File: config.mk
export PLATFORM = sky130hd
export DESIGN_NAME = winnowing_window_minimum
export DESIGN_NICKNAME = d
export VERILOG_FILES = /design/src/hw/rtl/wwm_pkg.sv /design/src/hw/rtl/wwm_ram.sv /design/src/hw/rtl/wwm_datapath.sv /design/src/hw/rtl/wwm_ctrl.sv /design/src/hw/rtl/winnowing_window_minimum.sv
export SDC_FILE = /design/constraint.sdc
export NUM_CORES = 2
export LEC_CHECK = 0
export BUFFER_PORTS_ARGS = -buffer_cell sky130_fd_sc_hd__buf_2
export CAP_MARGIN = 15
export CORE_MARGIN = 4
export CORE_UTILIZATION = 25
export CTS_BUF_LIST = sky130_fd_sc_hd__clkbuf_4 sky130_fd_sc_hd__clkbuf_8
export DETAILED_ROUTE_END_ITERATION = 7
export MAX_ROUTING_LAYER = met4
export PLACE_DENSITY_LB_ADDON = 0.3
export SYNTH_ARGS = -nofsm -noshare
export SYNTH_HDL_FRONTEND = slang
export SYNTH_SLANG_ARGS = --single-unit
export TNS_END_PERCENT = 100
File: constraint.sdc
create_clock -name i_clk -period 9.8 [get_ports i_clk]
set_input_delay 1.96 -clock i_clk [delete_from_list [all_inputs] [get_ports i_clk]]
set_output_delay 1.96 -clock i_clk [all_outputs]
set_load 0.01 [all_outputs]
File: src/hw/rtl/wwm_pkg.sv
// ----------------------------------------------------------------------------
// wwm_pkg
// Shared constants, types and helpers for the winnowing window minimum block.
// ----------------------------------------------------------------------------
package wwm_pkg;

    localparam int MAX_WINDOW = 32;
    localparam int ADDR_W     = $clog2(MAX_WINDOW);
    localparam int CNT_W      = $clog2(MAX_WINDOW + 1);
    localparam int HASH_W     = 64;
    localparam int WIN_W      = 6;
    localparam int PADDR_W    = 3;
    localparam int PDATA_W    = 32;

    localparam logic [WIN_W-1:0] WIN_RESET       = WIN_W'(28);
    localparam logic             REG_WINDOW_SIZE = 1'b0;

    typedef logic [HASH_W-1:0] t_hash;
    typedef logic [ADDR_W-1:0] t_addr;
    typedef logic [CNT_W-1:0]  t_cnt;

    typedef struct packed {
        logic write;
        logic init;
        logic issue;
        logic load_out;
    } t_cmd;

    typedef struct packed {
        logic emit;
        logic last_issue;
        logic out_free;
    } t_sts;

    // zero means one, anything above the store depth is clamped
    function automatic t_cnt eff_window(input logic [WIN_W-1:0] ws);
        t_cnt w;
        if (ws == '0) begin
            w = t_cnt'(1);
        end else if (int'(ws) > MAX_WINDOW) begin
            w = t_cnt'(MAX_WINDOW);
        end else begin
            w = t_cnt'(ws);
        end
        return w;
    endfunction

endpackage

File: src/hw/rtl/wwm_ram.sv
// ----------------------------------------------------------------------------
// wwm_ram
// Generic single write port, single read port RAM with registered read data.
// ----------------------------------------------------------------------------
module wwm_ram #(
    parameter int WIDTH = 64,
    parameter int DEPTH = 32
) (
    input  logic                     i_clk,
    input  logic                     i_we,
    input  logic [$clog2(DEPTH)-1:0] i_waddr,
    input  logic [WIDTH-1:0]         i_wdata,
    input  logic                     i_re,
    input  logic [$clog2(DEPTH)-1:0] i_raddr,
    output logic [WIDTH-1:0]         o_rdata
);

    logic [WIDTH-1:0] r_mem [DEPTH];
    logic [WIDTH-1:0] r_rdata;

    always_ff @(posedge i_clk) begin
        if (i_we) begin
            r_mem[i_waddr] <= i_wdata;
        end
        if (i_re) begin
            r_rdata <= r_mem[i_raddr];
        end
    end

    assign o_rdata = r_rdata;

endmodule

File: src/hw/rtl/wwm_datapath.sv
// ----------------------------------------------------------------------------
// wwm_datapath
// Window store, fill count, scan pointer, running minimum and result register.
// ----------------------------------------------------------------------------
module wwm_datapath import wwm_pkg::*; (
    input  logic  i_clk,
    input  logic  i_rst_n,
    input  t_cmd  i_cmd,
    output t_sts  o_sts,
    input  t_hash i_hash_value,
    input  logic  i_document_start,
    input  t_cnt  i_window,
    input  logic  i_out_stall,
    output logic  o_out_valid,
    output t_hash o_fingerprint
);

    t_addr r_wr_pos;
    t_addr r_rd_pos;
    t_cnt  r_fill;
    t_cnt  r_cnt;
    logic  r_rd_vld;
    t_hash r_min;
    logic  r_out_valid;
    t_hash r_fingerprint;

    t_addr n_wr_pos;
    t_addr n_rd_pos;
    t_cnt  n_fill;
    t_hash w_rdata;
    t_hash w_fold;
    t_hash w_best;

    wwm_ram #(
        .WIDTH (HASH_W),
        .DEPTH (MAX_WINDOW)
    ) u_store (
        .i_clk   (i_clk),
        .i_we    (i_cmd.write),
        .i_waddr (r_wr_pos),
        .i_wdata (i_hash_value),
        .i_re    (i_cmd.issue),
        .i_raddr (r_rd_pos),
        .o_rdata (w_rdata)
    );

    always_comb begin
        if (i_document_start) begin
            n_fill = t_cnt'(1);
        end else if (r_fill == t_cnt'(MAX_WINDOW)) begin
            n_fill = r_fill;
        end else begin
            n_fill = r_fill + t_cnt'(1);
        end
        n_wr_pos = (r_wr_pos == t_addr'(MAX_WINDOW - 1)) ? '0 : r_wr_pos + t_addr'(1);
        n_rd_pos = (r_rd_pos == '0) ? t_addr'(MAX_WINDOW - 1) : r_rd_pos - t_addr'(1);
        w_fold   = (w_rdata < r_min) ? w_rdata : r_min;
        w_best   = r_rd_vld ? w_fold : r_min;
    end

    assign o_sts.emit       = (n_fill >= i_window);
    assign o_sts.last_issue = (r_cnt == t_cnt'(1));
    assign o_sts.out_free   = !r_out_valid || !i_out_stall;

    always_ff @(posedge i_clk) begin
        if (!i_rst_n) begin
            r_wr_pos    <= '0;
            r_fill      <= '0;
            r_rd_vld    <= 1'b0;
            r_out_valid <= 1'b0;
        end else begin
            if (i_cmd.write) begin
                r_wr_pos <= n_wr_pos;
                r_fill   <= n_fill;
            end
            r_rd_vld <= i_cmd.issue;
            if (i_cmd.load_out) begin
                r_out_valid <= 1'b1;
            end else if (!i_out_stall) begin
                r_out_valid <= 1'b0;
            end
        end
    end

    always_ff @(posedge i_clk) begin
        if (i_cmd.init) begin
            r_rd_pos <= r_wr_pos;
            r_cnt    <= i_window;
            r_min    <= '1;
        end else begin
            if (i_cmd.issue) begin
                r_rd_pos <= n_rd_pos;
                r_cnt    <= r_cnt - t_cnt'(1);
            end
            if (r_rd_vld) begin
                r_min <= w_fold;
            end
        end
        if (i_cmd.load_out) begin
            r_fingerprint <= w_best;
        end
    end

    assign o_out_valid   = r_out_valid;
    assign o_fingerprint = r_fingerprint;

endmodule

File: src/hw/rtl/wwm_ctrl.sv
// ----------------------------------------------------------------------------
// wwm_ctrl
// Sequencer: takes a request, scans the window one entry a cycle, hands off.
// ----------------------------------------------------------------------------
module wwm_ctrl import wwm_pkg::*; (
    input  logic i_clk,
    input  logic i_rst_n,
    input  logic i_in_valid,
    output logic o_in_stall,
    input  t_sts i_sts,
    output t_cmd o_cmd
);

    localparam logic [1:0] ST_IDLE = 2'd0;
    localparam logic [1:0] ST_SCAN = 2'd1;
    localparam logic [1:0] ST_DONE = 2'd2;

    logic [1:0] r_state;
    logic [1:0] n_state;

    always_comb begin
        n_state = r_state;
        o_cmd   = '0;
        case (r_state)
            ST_IDLE: begin
                o_cmd.write = i_in_valid;
                if (i_in_valid && i_sts.emit) begin
                    o_cmd.init = 1'b1;
                    n_state    = ST_SCAN;
                end
            end
            ST_SCAN: begin
                o_cmd.issue = 1'b1;
                if (i_sts.last_issue) begin
                    n_state = ST_DONE;
                end
            end
            ST_DONE: begin
                if (i_sts.out_free) begin
                    o_cmd.load_out = 1'b1;
                    n_state        = ST_IDLE;
                end
            end
            default: begin
                n_state = ST_IDLE;
            end
        endcase
    end

    always_ff @(posedge i_clk) begin
        if (!i_rst_n) begin
            r_state <= ST_IDLE;
        end else begin
            r_state <= n_state;
        end
    end

    assign o_in_stall = (r_state != ST_IDLE);

endmodule

File: src/hw/rtl/winnowing_window_minimum.sv
// ----------------------------------------------------------------------------
// winnowing_window_minimum
// Sliding window minimum over a stream of 64-bit k-gram hashes.
// ----------------------------------------------------------------------------
// a request that gives no fingerprint is written to the store and the block stays idle
// a request that gives one: the window scan over the single store read port
// reads w entries, newest first, one entry a cycle (w = effective window size),
// then the fingerprint is loaded once the output is free; no request is taken until then
// reset: synchronous, active low; window_size returns to 28, fill count and
// write pointer clear, store contents stay undefined until written
module winnowing_window_minimum import wwm_pkg::*; (
    input  logic               i_clk,
    input  logic               i_rst_n,
    input  logic               i_in_valid,
    output logic               o_in_stall,
    input  logic [HASH_W-1:0]  i_hash_value,
    input  logic               i_document_start,
    output logic               o_out_valid,
    input  logic               i_out_stall,
    output logic [HASH_W-1:0]  o_fingerprint,
    input  logic               psel,
    input  logic               penable,
    input  logic               pwrite,
    input  logic [PADDR_W-1:0] paddr,
    input  logic [PDATA_W-1:0] pwdata,
    output logic [PDATA_W-1:0] prdata,
    output logic               pready
);

    logic [WIN_W-1:0] r_window_size;
    t_cmd             w_cmd;
    t_sts             w_sts;
    t_cnt             w_window;

    assign pready = 1'b1;

    always_ff @(posedge i_clk) begin
        if (!i_rst_n) begin
            r_window_size <= WIN_RESET;
        end else if (psel && penable && pwrite && pready && paddr[2] == REG_WINDOW_SIZE) begin
            r_window_size <= pwdata[WIN_W-1:0];
        end
    end

    always_comb begin
        prdata = '0;
        if (paddr[2] == REG_WINDOW_SIZE) begin
            prdata = PDATA_W'(r_window_size);
        end
    end

    assign w_window = eff_window(r_window_size);

    wwm_ctrl u_ctrl (
        .i_clk      (i_clk),
        .i_rst_n    (i_rst_n),
        .i_in_valid (i_in_valid),
        .o_in_stall (o_in_stall),
        .i_sts      (w_sts),
        .o_cmd      (w_cmd)
    );

    wwm_datapath u_dp (
        .i_clk            (i_clk),
        .i_rst_n          (i_rst_n),
        .i_cmd            (w_cmd),
        .o_sts            (w_sts),
        .i_hash_value     (i_hash_value),
        .i_document_start (i_document_start),
        .i_window         (w_window),
        .i_out_stall      (i_out_stall),
        .o_out_valid      (o_out_valid),
        .o_fingerprint    (o_fingerprint)
    );

    // no request taken while the window is being scanned
    a_no_accept_in_scan: assert property (@(posedge i_clk) disable iff (!i_rst_n)
        w_cmd.issue |-> (o_in_stall && !w_cmd.write))
        else $error("request accepted during scan");

    // a pending fingerprint is never overwritten
    a_no_overwrite: assert property (@(posedge i_clk) disable iff (!i_rst_n)
        w_cmd.load_out |-> (!o_out_valid || !i_out_stall))
        else $error("fingerprint overwritten");

    // a loaded fingerprint shows up next cycle
    a_load_shows: assert property (@(posedge i_clk) disable iff (!i_rst_n)
        w_cmd.load_out |=> o_out_valid)
        else $error("fingerprint load lost");

endmodule
==> reports/summary.txt <==
result of the run: completed
setup repair bufs after CTS: 0
Finished Layout Cells: 9352
total power density per cell area: 187 nW/um2
Mean Syn Cell Area: 22.8 um2
Cell Chain, Critical Path: ha_1 -> nand2_1 -> o21ai_0 -> a221oi_1 -> o21ai_0 -> nand3_1 -> nand4_1 -> buf_4 -> buf_4 -> mux2_1
worst setup path category: reg2reg
overall track demand over capacity in global routing: 13.1%
wire length of the first global-routing pass: 336000 um
post-route total power: 19.2 mW
area delta synth->final: 16.1%
stage delay of the slowest cell on the critical path: 660 ps
half-perimeter wire length of the detailed placement result: 123000 um
number of global-route vias before repair: 43500
final number of setup-violating endpoints: 0
Hold Buf Count CTS: 0
Max transition margin: 19.2%
die area: 363000 um2
upper clock frequency limit: 195 MHz
maximum fanout along the worst path: 40
number of design-rule violations left by the first detailed-router iteration: 3444
number of port buffers: 150
Detail Route Antenna Nets: 0
Placement Rows: 218
routability congestion estimate: 0.723
Inserted Clock Buffers: 377
number of synthesized flops with an enable pin: 2187
pin count of the biggest net entering global routing: 147
routed vias/inst: 4.42
clock network latency to the later pin of the worst-skew pair: 970 ps
initial antenna violation count: 55
final WL: 237000 um
ports placed on the boundary: 206
number of maximum-capacitance violations: 0
final worst-path cycle share: 52.3%
total leakage power: 32.3 nW
data arrival time of the worst path: 5750 ps
total overflow reported by the global router: 0
RSZ-0062 raised after global routing: no
Post-Syn Instances: 3885
number of levels in the clock H-tree: 5
clock net sink count: 2272
detailed-route via count: 41400
IR Drop Worst-Case VDD: 0.0959 mV
fraction of layout instances using a drive strength above 1: 34.6%
Synth async-reset ratio: 0%
Slew Limit Fails: 0
Synth Flop Type: sky130_fd_sc_hd__edfxtp_1
post-layout min period: 5130 ps
library cell used as clock root buffer: sky130_fd_sc_hd__clkbuf_8
average wire per standard cell: 25.3 um
final net count: 4485
Critical Path Slowest Stage Cell: sky130_fd_sc_hd__o21ai_0
number of library cell types mapped by synthesis: 53
Gates resized, CTS repair: 0
CTS clock-pin slew for the worst setup and hold paths: 60 ps
area inside the core boundary: 352000 um2
final number of hold-violating endpoints: 0
placed instance count: 8648
height of the chip: 603 um
die width: 603 um
endpoint kind of the worst setup timing path: flip-flop
clock skew after layout: 65.4 ps
Total Negative Setup Slacks: 0 ps
sequential area share after synthesis: 76.2%
worst slew pin tran: 1210 ps
flip-flop and latch count after synthesis: 2272
path type of the worst min-delay path: reg2reg
clock tree from TritonCTS: yes
CP Data Required Time: 10420 ps
maximum clock path buffer count: 4
synthesis warning total: 0
1st-pass router iterations: 5
starting utilization of the core area: 25.1%
cell area after synthesis: 88400 um2
Setup crit start kind: flip-flop
number of remaining DRC errors: 0
## registers in the layout, summed over array words and instances, names as in the netlist
name / count
u_dp.u_store.r_mem: 2048
u_dp.o_fingerprint: 64
u_dp.r_min: 64
u_dp.u_store.o_rdata: 64
r_window_size: 6
u_dp.r_cnt: 6
u_dp.r_fill: 6
u_dp.r_rd_pos: 5
u_dp.r_wr_pos: 5
u_ctrl.r_state: 2
u_dp.o_out_valid: 1
u_dp.r_rd_vld: 1
## routing by layer
| metal | part of all wire (%) | GRT usage, % | routed length (um) | vias up |
|---|---|---|---|---|
| met5 | 0 | - | 0 | - |
| met4 | 2.1 | 3.20 | 4910 | 0 |
| met1 | 41 | 16.5 | 97800 | 22500 |
| li1 | - | - | - | 17300 |
| met2 | 51 | 22.0 | 121000 | 1172 |
| met3 | 5.8 | 2.48 | 13700 | 384 |
## power by group
part | total, mW | internal (mW) | switching [mW]
Clock | 8.16 | 4.41 | 3.76
Combinational | 0.297 | 0.0656 | 0.231
Sequential | 10.7 | 10.7 | 0.0186
## cells in the mapped netlist, drive strengths merged (7+ instances only)
cell type | count | area (um2)
inv | 74 | 278
edfxtp | 2187 | 65700
nor2 | 51 | 191
ha | 79 | 988
a21boi | 10 | 75.1
nand2 | 46 | 173
a21o | 16 | 120
mux4 | 640 | 14400
buf | 98 | 573
nor2b | 11 | 68.8
o21ai | 8 | 40.0
mux2 | 132 | 1490
clkbuf | 131 | 492
nand4 | 13 | 81.3
nand3 | 12 | 60.1
nor3 | 7 | 35.0
a21oi | 147 | 736
mux2i | 77 | 771
dfxtp | 85 | 1700
## worst max-delay path, delay by kind of cell (launching register included)
kind	cells	cell delay (ps)
buffers and inverters	2	1190
adders and majority gates	1	340
and+or+nand+nor	3	880
DFF	1	460
muxes	1	530
AOI/OAI and AO/OA	3	1340
## worst paths after layout
path,from,end,slack (ps),cells after the start
max,u_dp.u_store.o_rdata[50],u_dp.o_fingerprint[35],4670,10
min,u_dp.r_fill[5],u_dp.r_fill[5],500,2
max reg2reg,u_dp.u_store.o_rdata[50],u_dp.o_fingerprint[35],4670,10
min reg2reg,u_dp.r_fill[5],u_dp.r_fill[5],500,2
## cell usage in the layout, fill, tap and decap left out, types with 16 or more instances in the layout
master / n
sky130_fd_sc_hd__clkbuf_8: 391
sky130_fd_sc_hd__mux4_2: 640
sky130_fd_sc_hd__nor2_4: 33
sky130_fd_sc_hd__mux2_1: 56
sky130_fd_sc_hd__clkinv_2: 27
sky130_fd_sc_hd__nand2_1: 46
sky130_fd_sc_hd__dfxtp_1: 85
sky130_fd_sc_hd__clkinv_1: 80
sky130_fd_sc_hd__buf_4: 76
sky130_fd_sc_hd__clkbuf_4: 151
sky130_fd_sc_hd__edfxtp_1: 2187
sky130_fd_sc_hd__conb_1: 27
sky130_fd_sc_hd__diode_2: 30
sky130_fd_sc_hd__ha_1: 79
sky130_fd_sc_hd__mux2_2: 76
sky130_fd_sc_hd__inv_1: 74
sky130_fd_sc_hd__nor2_1: 18
sky130_fd_sc_hd__mux2i_1: 77
sky130_fd_sc_hd__buf_2: 150
sky130_fd_sc_hd__a21o_1: 16
sky130_fd_sc_hd__a21oi_1: 146
## cells by family (layout without fill, tap and decap cells)
family,Yosys count,after routing,synth area share (%)
adder cells (fa/ha/maj),79,79,1.12
multiplexers,849,849,18.9
XOR/XNOR,11,11,0.109
AO/OA/AOI/OAI,198,198,1.26
AND/OR/NAND/NOR,171,171,0.937
flip-flops,2272,2272,76.2
other,2,57,0.00849
buffers and inverters,303,985,1.52
## stage by stage
stage | hold WS [ps] | cell area [um2] | util [%] | setup slack [ps]
6_report | 502 | 103000 | 29.1 | 4670
5_1_grt | 522 | 103000 | 29.1 | 4370
4_1_cts | 499 | 102000 | 29.1 | 4360
3_5_place_dp | 490 | 95200 | 27.0 | 3940
3_3_place_gp | 486 | 95200 | 27.0 | 3950
2_1_floorplan | 464 | 88500 | - | 4190
## layout make-up
class / instances / area, um2
repair buffers: 239 / 1600
fillers: 34400 / 250000
well taps: 4730 / 5920
clock inverters: 130 / 773
multi-input cells: 1335 / 20100
flip-flops and latches: 2272 / 67400
clock buffers: 542 / 6520
inverters: 74 / 278
diodes: 30 / 75.1
Note: power is estimated with default switching activity, not from simulation.
